File: config.mk
export PLATFORM = sky130hd
export DESIGN_NAME = byte_deque_top_flat
export DESIGN_NICKNAME = d
export VERILOG_FILES = /design/src/design/bdq_pkg.sv /design/src/design/bdq_req_if.sv /design/src/design/bdq_rsp_if.sv /design/src/design/bdq_cell.sv /design/src/design/bdq_chain.sv /design/src/design/byte_deque_top.sv /design/src/flat_wrapper.sv
export SDC_FILE = /design/constraint.sdc
export NUM_CORES = 2
export LEC_CHECK = 0
export BUFFER_PORTS_ARGS = -buffer_cell sky130_fd_sc_hd__buf_2
export CAP_MARGIN = 20
export CORE_ASPECT_RATIO = 0.7
export CORE_UTILIZATION = 60
export CTS_CLUSTER_DIAMETER = 200
export CTS_CLUSTER_SIZE = 14
export DETAILED_ROUTE_END_ITERATION = 8
export GPL_ROUTABILITY_DRIVEN = 0
export MAX_ROUTING_LAYER = met4
export PLACE_DENSITY = 0.76
export SETUP_SLACK_MARGIN = 0.5
export SLEW_MARGIN = 20
export SYNTH_ARGS = -nofsm -noshare
export SYNTH_HDL_FRONTEND = slang
export SYNTH_SLANG_ARGS = --single-unit
File: constraint.sdc
create_clock -name clk_i -period 6.6 [get_ports clk_i]
set_input_delay 1.65 -clock clk_i [delete_from_list [all_inputs] [get_ports clk_i]]
set_output_delay 1.65 -clock clk_i [all_outputs]
set_load 0.005 [all_outputs]
File: src/design/bdq_pkg.sv
`default_nettype none

package bdq_pkg;

  localparam int unsigned BDQ_CAPACITY = 64;
  localparam int unsigned DATA_W       = 8;
  localparam int unsigned REQ_W        = 3;
  localparam int unsigned STATUS_W     = 2;

  // request codes
  localparam logic [REQ_W-1:0] REQ_NONE       = 3'd0;
  localparam logic [REQ_W-1:0] REQ_PUSH_BACK  = 3'd1;
  localparam logic [REQ_W-1:0] REQ_POP_BACK   = 3'd2;
  localparam logic [REQ_W-1:0] REQ_PUSH_FRONT = 3'd3;
  localparam logic [REQ_W-1:0] REQ_POP_FRONT  = 3'd4;

  // status codes
  localparam logic [STATUS_W-1:0] ST_OK    = 2'd0;
  localparam logic [STATUS_W-1:0] ST_EMPTY = 2'd1;
  localparam logic [STATUS_W-1:0] ST_FULL  = 2'd2;

  // per-step control broadcast to every cell of one chain
  typedef struct packed {
    logic shr;  // shift toward the tail, new byte enters cell 0
    logic shl;  // shift toward cell 0, head byte leaves
    logic wr;   // write the byte into the cell whose index equals the count
  } bdq_ctl_t;

endpackage

`default_nettype wire

File: src/design/bdq_req_if.sv
`default_nettype none

interface bdq_req_if;
  import bdq_pkg::*;

  logic              valid;
  logic              ready;
  logic [REQ_W-1:0]  req_type;
  logic [DATA_W-1:0] data_in;

  modport source (output valid, req_type, data_in, input ready);
  modport sink   (input valid, req_type, data_in, output ready);
endinterface

`default_nettype wire

File: src/design/bdq_rsp_if.sv
`default_nettype none

interface bdq_rsp_if #(
  parameter int unsigned OCC_W = $clog2(bdq_pkg::BDQ_CAPACITY + 1)
);
  import bdq_pkg::*;

  logic                valid;
  logic                ready;
  logic [DATA_W-1:0]   popped;
  logic [DATA_W-1:0]   front_byte;
  logic [DATA_W-1:0]   back_byte;
  logic [OCC_W-1:0]    occupancy;
  logic [STATUS_W-1:0] status;

  modport source (output valid, popped, front_byte, back_byte, occupancy, status,
                  input ready);
  modport sink   (input valid, popped, front_byte, back_byte, occupancy, status,
                  output ready);
endinterface

`default_nettype wire

File: src/design/bdq_cell.sv
`default_nettype none

module bdq_cell
  import bdq_pkg::*;
#(
  parameter int unsigned IDX   = 0,
  parameter int unsigned CNT_W = 7
) (
  input  wire logic              clk_i,
  input  wire bdq_ctl_t          ctl_i,
  input  wire logic [CNT_W-1:0]  cnt_i,
  input  wire logic [DATA_W-1:0] byte_i,
  input  wire logic [DATA_W-1:0] prev_i,
  input  wire logic [DATA_W-1:0] next_i,
  output logic      [DATA_W-1:0] data_o
);

  logic [DATA_W-1:0] data_q;
  logic [DATA_W-1:0] data_d;

  always_comb begin
    data_d = data_q;
    if (ctl_i.shr) begin
      data_d = prev_i;
    end else if (ctl_i.shl) begin
      data_d = next_i;
    end else if (ctl_i.wr && (cnt_i == CNT_W'(IDX))) begin
      data_d = byte_i;
    end
  end

  always_ff @(posedge clk_i) begin
    data_q <= data_d;
  end

  assign data_o = data_q;

endmodule

`default_nettype wire

File: src/design/bdq_chain.sv
`default_nettype none

module bdq_chain
  import bdq_pkg::*;
#(
  parameter int unsigned DEPTH = BDQ_CAPACITY,
  parameter int unsigned CNT_W = 7
) (
  input  wire logic              clk_i,
  input  wire bdq_ctl_t          ctl_i,
  input  wire logic [CNT_W-1:0]  cnt_i,
  input  wire logic [DATA_W-1:0] byte_i,
  output logic      [DATA_W-1:0] head_o
);

  logic [DATA_W-1:0] data [DEPTH];

  for (genvar i = 0; i < DEPTH; i++) begin : g_cell
    logic [DATA_W-1:0] prev;
    logic [DATA_W-1:0] next;

    if (i == 0) begin : g_first
      assign prev = byte_i;
    end else begin : g_mid
      assign prev = data[i-1];
    end

    // the last cell keeps its own byte on a left shift
    if (i == DEPTH - 1) begin : g_last
      assign next = data[i];
    end else begin : g_inner
      assign next = data[i+1];
    end

    bdq_cell #(
      .IDX   (i),
      .CNT_W (CNT_W)
    ) u_cell (
      .clk_i  (clk_i),
      .ctl_i  (ctl_i),
      .cnt_i  (cnt_i),
      .byte_i (byte_i),
      .prev_i (prev),
      .next_i (next),
      .data_o (data[i])
    );
  end

  assign head_o = data[0];

endmodule

`default_nettype wire

File: src/design/byte_deque_top.sv
`default_nettype none

// Fixed-capacity byte deque built from two rows of shift cells: the front row holds the
// deque front-to-back with the front byte in cell 0, the back row holds it back-to-front
// with the back byte in cell 0. A push at one end shifts that end's row and writes the
// byte at index count in the other row; a pop shifts its own row and leaves the other
// alone, so both ends are always read from cell 0. An item is taken into a pending stage,
// and its result is formed from the updated cells into an output register; with the
// response side ready the block sustains one item per cycle, and a held result
// stalls input after one further item. Occupancy width must equal clog2(CAPACITY+1) on
// the response interface. Storage needs no clearing after reset.
module byte_deque_top
  import bdq_pkg::*;
#(
  parameter int unsigned CAPACITY = BDQ_CAPACITY
) (
  input  wire logic  clk_i,
  input  wire logic  rst_ni,
  bdq_req_if.sink    req_i,
  bdq_rsp_if.source  rsp_o
);

  localparam int unsigned CNT_W = $clog2(CAPACITY + 1);

  logic [CNT_W-1:0] cnt_q, cnt_d;
  logic             pend_q;
  logic             out_valid_q;

  logic [DATA_W-1:0]   popped_q, popped_d;
  logic [STATUS_W-1:0] status_q, status_d;

  logic [DATA_W-1:0]   out_popped_q, out_front_q, out_back_q;
  logic [CNT_W-1:0]    out_occ_q;
  logic [STATUS_W-1:0] out_status_q;

  logic [DATA_W-1:0] front_head, back_head;
  bdq_ctl_t          ctl_front, ctl_back;

  logic acc, pend_go;
  logic push_b, pop_b, push_f, pop_f;
  logic full, empty;

  assign pend_go = pend_q && (!out_valid_q || rsp_o.ready);
  assign req_i.ready = !pend_q || pend_go;
  assign acc = req_i.valid && req_i.ready;

  assign push_b = (req_i.req_type == REQ_PUSH_BACK);
  assign pop_b  = (req_i.req_type == REQ_POP_BACK);
  assign push_f = (req_i.req_type == REQ_PUSH_FRONT);
  assign pop_f  = (req_i.req_type == REQ_POP_FRONT);
  assign full   = (cnt_q == CNT_W'(CAPACITY));
  assign empty  = (cnt_q == '0);

  always_comb begin
    ctl_front.shr = acc && push_f && !full;
    ctl_front.shl = acc && pop_f && !empty;
    ctl_front.wr  = acc && push_b && !full;
    ctl_back.shr  = acc && push_b && !full;
    ctl_back.shl  = acc && pop_b && !empty;
    ctl_back.wr   = acc && push_f && !full;
  end

  always_comb begin
    cnt_d    = cnt_q;
    popped_d = '0;
    status_d = ST_OK;
    if (push_b || push_f) begin
      if (full) begin
        status_d = ST_FULL;
      end else begin
        cnt_d = cnt_q + CNT_W'(1);
      end
    end else if (pop_b || pop_f) begin
      if (empty) begin
        status_d = ST_EMPTY;
      end else begin
        cnt_d    = cnt_q - CNT_W'(1);
        popped_d = pop_f ? front_head : back_head;
      end
    end
  end

  bdq_chain #(
    .DEPTH (CAPACITY),
    .CNT_W (CNT_W)
  ) u_front (
    .clk_i  (clk_i),
    .ctl_i  (ctl_front),
    .cnt_i  (cnt_q),
    .byte_i (req_i.data_in),
    .head_o (front_head)
  );

  bdq_chain #(
    .DEPTH (CAPACITY),
    .CNT_W (CNT_W)
  ) u_back (
    .clk_i  (clk_i),
    .ctl_i  (ctl_back),
    .cnt_i  (cnt_q),
    .byte_i (req_i.data_in),
    .head_o (back_head)
  );

  always_ff @(posedge clk_i or negedge rst_ni) begin
    if (!rst_ni) begin
      cnt_q       <= '0;
      pend_q      <= 1'b0;
      out_valid_q <= 1'b0;
    end else begin
      if (acc) begin
        cnt_q  <= cnt_d;
        pend_q <= 1'b1;
      end else if (pend_go) begin
        pend_q <= 1'b0;
      end
      if (pend_go) begin
        out_valid_q <= 1'b1;
      end else if (rsp_o.ready) begin
        out_valid_q <= 1'b0;
      end
    end
  end

  // payload: step results wait in the pending stage until the cells have settled
  always_ff @(posedge clk_i) begin
    if (acc) begin
      popped_q <= popped_d;
      status_q <= status_d;
    end
    if (pend_go) begin
      out_popped_q <= popped_q;
      out_status_q <= status_q;
      out_occ_q    <= cnt_q;
      out_front_q  <= empty ? '0 : front_head;
      out_back_q   <= empty ? '0 : back_head;
    end
  end

  assign rsp_o.valid      = out_valid_q;
  assign rsp_o.popped     = out_popped_q;
  assign rsp_o.front_byte = out_front_q;
  assign rsp_o.back_byte  = out_back_q;
  assign rsp_o.occupancy  = out_occ_q;
  assign rsp_o.status     = out_status_q;

`ifndef ASSERT_OFF
  a_cnt_bound: assert property (@(posedge clk_i) disable iff (!rst_ni)
    cnt_q <= CNT_W'(CAPACITY))
    else $error("occupancy above capacity");

  a_cnt_hold: assert property (@(posedge clk_i) disable iff (!rst_ni)
    !acc |=> $stable(cnt_q))
    else $error("occupancy changed without an item");

  a_pend_set: assert property (@(posedge clk_i) disable iff (!rst_ni)
    acc |=> pend_q)
    else $error("accepted item not pending");

  a_empty_pop: assert property (@(posedge clk_i) disable iff (!rst_ni)
    (out_valid_q && out_status_q == ST_EMPTY) |-> (out_popped_q == '0 && out_occ_q == '0))
    else $error("empty pop result inconsistent");
`endif

endmodule

`default_nettype wire
File: src/flat_wrapper.sv
// flat-port wrapper written by rule: the top's interface ports become plain ports
module byte_deque_top_flat import bdq_pkg::*;
#(
  parameter int unsigned CAPACITY = BDQ_CAPACITY
)
  (clk_i, rst_ni, req_i_valid, req_i_req_type, req_i_data_in, req_i_ready, rsp_o_valid, rsp_o_popped, rsp_o_front_byte, rsp_o_back_byte, rsp_o_occupancy, rsp_o_status, rsp_o_ready);
  bdq_req_if req_i_i ();
  bdq_rsp_if rsp_o_i ();
  input  wire logic clk_i;
  input  wire logic rst_ni;
  input wire logic [$bits(req_i_i.valid)-1:0] req_i_valid;
  input wire logic [$bits(req_i_i.req_type)-1:0] req_i_req_type;
  input wire logic [$bits(req_i_i.data_in)-1:0] req_i_data_in;
  output wire logic [$bits(req_i_i.ready)-1:0] req_i_ready;
  output wire logic [$bits(rsp_o_i.valid)-1:0] rsp_o_valid;
  output wire logic [$bits(rsp_o_i.popped)-1:0] rsp_o_popped;
  output wire logic [$bits(rsp_o_i.front_byte)-1:0] rsp_o_front_byte;
  output wire logic [$bits(rsp_o_i.back_byte)-1:0] rsp_o_back_byte;
  output wire logic [$bits(rsp_o_i.occupancy)-1:0] rsp_o_occupancy;
  output wire logic [$bits(rsp_o_i.status)-1:0] rsp_o_status;
  input wire logic [$bits(rsp_o_i.ready)-1:0] rsp_o_ready;
  assign req_i_i.valid = req_i_valid;
  assign req_i_i.req_type = req_i_req_type;
  assign req_i_i.data_in = req_i_data_in;
  assign req_i_ready = req_i_i.ready;
  assign rsp_o_valid = rsp_o_i.valid;
  assign rsp_o_popped = rsp_o_i.popped;
  assign rsp_o_front_byte = rsp_o_i.front_byte;
  assign rsp_o_back_byte = rsp_o_i.back_byte;
  assign rsp_o_occupancy = rsp_o_i.occupancy;
  assign rsp_o_status = rsp_o_i.status;
  assign rsp_o_i.ready = rsp_o_ready;
  byte_deque_top #(.CAPACITY(CAPACITY)) u_core (.clk_i(clk_i), .rst_ni(rst_ni), .req_i(req_i_i), .rsp_o(rsp_o_i));
endmodule
==> flow_metrics.tcl <==
set metrics [dict create \
    status "complete, no violations" \
    diodes 0 \
    final_cell_mix "edfxtp_1 (1,067), a221o_1 (993), o21ai_1 (92)" \
    fin_nets 2608 \
    antenna_found_initial 1 \
    netlist_area_sq_um 46400 \
    grt_pass1_vias 27054 \
    cts_max_level 3 \
    syn_to_final_growth_pct 5.50 \
    synth_compound_area_share_pct 23.1 \
    final_util_pct 64.6 \
    core_area_sq_um 75800 \
    dpl.hpwl_um 69600 \
    crit_path_start_kind "primary input" \
    holdCritPathClass "reg -> reg" \
    ir_worst_vdd_mv 0.224 \
    die_w_um 334 \
    fp.dieArea_sq_um 78500 \
    overflow 0 \
    clock-root-buffer "clkbuf_16" \
    grt_max_degree 255 \
    ant_nets 0 \
    critPathKind "in -> reg" \
    avgSynthCellArea_sq_um 17.0 \
    max_freq_ghz 0.212 \
    rows 84 \
    required_ps 6880 \
    cts.path.max_buffers 3 \
    rr_worst_depth 6 \
    cts_resized 0 \
    setup_viol 0 \
    grtUsageTotal_pct 29.5 \
    num_io_pins 50 \
    port_buffers 49 \
    power_density_nw_per_um2 299 \
    cts_hold_buf 0 \
    cp-end-kind "register" \
    cts_tree "built" \
    tightest_slew_ps 1210 \
    drc 0 \
    multi_input_area_sq_um 12200 \
    layout_commonest_cell "edfxtp_1" \
    synth_cells 2734 \
    grt_pass1_wl_um 174000 \
    wl_per_cell_um 31.4 \
    drt_wl_total_um 115000 \
    cp.arrival_ps 4990 \
    clkSlewWorstSetupHoldPaths_ps 70 \
    yosys.area_share.simple_pct 1.67 \
    synth_top_family_by_area "compound AO/OA/AOI/OAI gates" \
    finalHoldViolations 0 \
    hold_depth 0 \
    insertion_delay_ps 670 \
    ys_seq_area_share_pct 69.5 \
    yosys_warnings 0 \
    drive_above_1_share_pct 10.4 \
    maxSlewHeadroom_pct 19.2 \
    numCtsBuffers 86 \
    ys_seq_elements 1076 \
    initial_core_util_pct 61.2 \
    regArea_sq_um 32300 \
    fin_crit_ps 4710 \
    synthMuxAreaShare_pct 0.992 \
    rsz0062_at_grt "no" \
    dr.pass1.iters 7 \
    worstPathMaxFanout 16 \
    cts_num_sinks 1076 \
    p_leak_uw 0.0156 \
    dp_slack_ps 1180 \
    synth_cell_types 49 \
    drt_first_iter_violations 4958 \
    synth-xor-area-share_pct 0.132 \
    synthAdderAreaFrac_pct 0.108 \
    maxSlewViolCount 0 \
    setup_ws_ps 1890 \
    fin_tns_setup_ps 0 \
    post_cts_buffers 0 \
    place_area_sq_um 46600 \
    post-route-cell-area_sq_um 49000 \
    die_y_um 235 \
    fill_cells 5096 \
    max_cap_violations 0 \
    period_share_pct 71.4 \
    vias 29562 \
    syn_nets 2753 \
    skew_ps 30.6 \
    viasPerCell 8.11 \
]
[metal layers]
layer | routed length, um | share of wire [%] | track usage, %
met2 | 47300 | 41 | 37.7
met4 | 2200 | 1.9 | 6.52
met1 | 48900 | 43 | 46.4
met5 | 0 | 0 | -
met3 | 16100 | 14 | 8.14
[per-stage QoR]
step | hold WS [ps] | cells | power, uW
floorplan | 400 | 2734 | 9350
global placement | 403 | 3530 | 9860
detailed placement | 407 | 3531 | 9950
CTS | 422 | 3645 | 14600
global route | 431 | 3647 | 15000
finish | 420 | 3647 | 14600
[critical path: stages]
cell,delay [ps]
buf_2,180
or3b_1,420
a2111oi_4,910
nand2_1,760
o21ai_0,1060
[area by class of cell]
type                    count  share of cell area (%)
inverters                   5                  0.0383
clock inverters             7                   0.204
clock buffers             107                    4.60
multi-input cells        1298                    24.8
repair buffers            122                    1.78
well taps                1032                    2.64
flip-flops and latches   1076                    65.9
[cells by family (layout without fill, tap and decap cells)]
family | after synthesis | after routing
buffers and inverters | 360 | 241
AND/OR/NAND/NOR | 109 | 109
multiplexers | 42 | 42
flip-flops | 1076 | 1076
adder cells (fa/ha/maj) | 4 | 4
AO/OA/AOI/OAI | 1136 | 1136
XOR/XNOR | 7 | 7
[cell usage after synthesis, drive strengths merged]
master   count  share of area [%]
a2111oi      3               0.11
a211o        1              0.019
a211oi       1              0.016
a21oi        1              0.011
a221o      993                 21
a221oi       1              0.019
and2        18               0.24
and3b        1              0.019
and4b        1              0.022
buf        287                3.9
clkbuf      68               0.55
dfrtp        9               0.49
edfxtp    1067                 69
ha           4               0.11
inv          5              0.040
mux2        32               0.78
mux2i       10               0.22
nand2       23               0.19
nand2b       3              0.040
nand3        8              0.086
nand3b       1              0.016
nand4        2              0.027
nor2        14               0.13
nor2b        3              0.040
nor3         4              0.043
nor3b       21               0.66
nor4         2              0.027
o2111a       1              0.024
o211ai       1              0.016
o21ai      130                1.4
o221ai       2              0.038
o22ai        1              0.013
o32ai        1              0.019
or2          1              0.013
or3          3              0.040
or3b         4              0.076
xnor2        5              0.094
xor2         2              0.038
[report_power, final]
group	switching (uW)	internal (uW)	leakage, uW
sequential	290	8020	0.00989
clock	2340	2390	0.00114
combinational	1010	562	0.00459
[registers in the layout (all words and copies together) (netlist names), 2 cells and up]
register	cells
u_core.rsp_o.status	2
u_core.status_q	2
u_core.rsp_o.back_byte	8
u_core.cnt_q	7
u_core.u_front.g_cell.u_cell.data_o	512
u_core.rsp_o.front_byte	8
u_core.popped_q	8
u_core.u_back.g_cell.u_cell.data_o	512
u_core.rsp_o.occupancy	7
u_core.rsp_o.popped	8
[path summary, 6_finish.rpt]
path	from	endpoint	slack [ps]
setup reg to reg	u_core.cnt_q[0]$_DFFE_PN0P_	u_core.u_front.g_cell[46].u_cell.data_o[1]$_DFFE_PP_	2260
min in group asynchronous	rst_ni	u_core.rsp_o.valid$_DFFE_PN0P_	840
hold reg to reg	u_core.popped_q[5]$_SDFFCE_PP0N_	u_core.rsp_o.popped[5]$_DFFE_PP_	420
setup / recovery	req_i_req_type[0]	u_core.u_front.g_cell[46].u_cell.data_o[1]$_DFFE_PP_	1890
max in group asynchronous	rst_ni	u_core.cnt_q[2]$_DFFE_PN0P_	5560
hold / removal	u_core.popped_q[5]$_SDFFCE_PP0N_	u_core.rsp_o.popped[5]$_DFFE_PP_	420
Power figures use the tool's default switching activity.
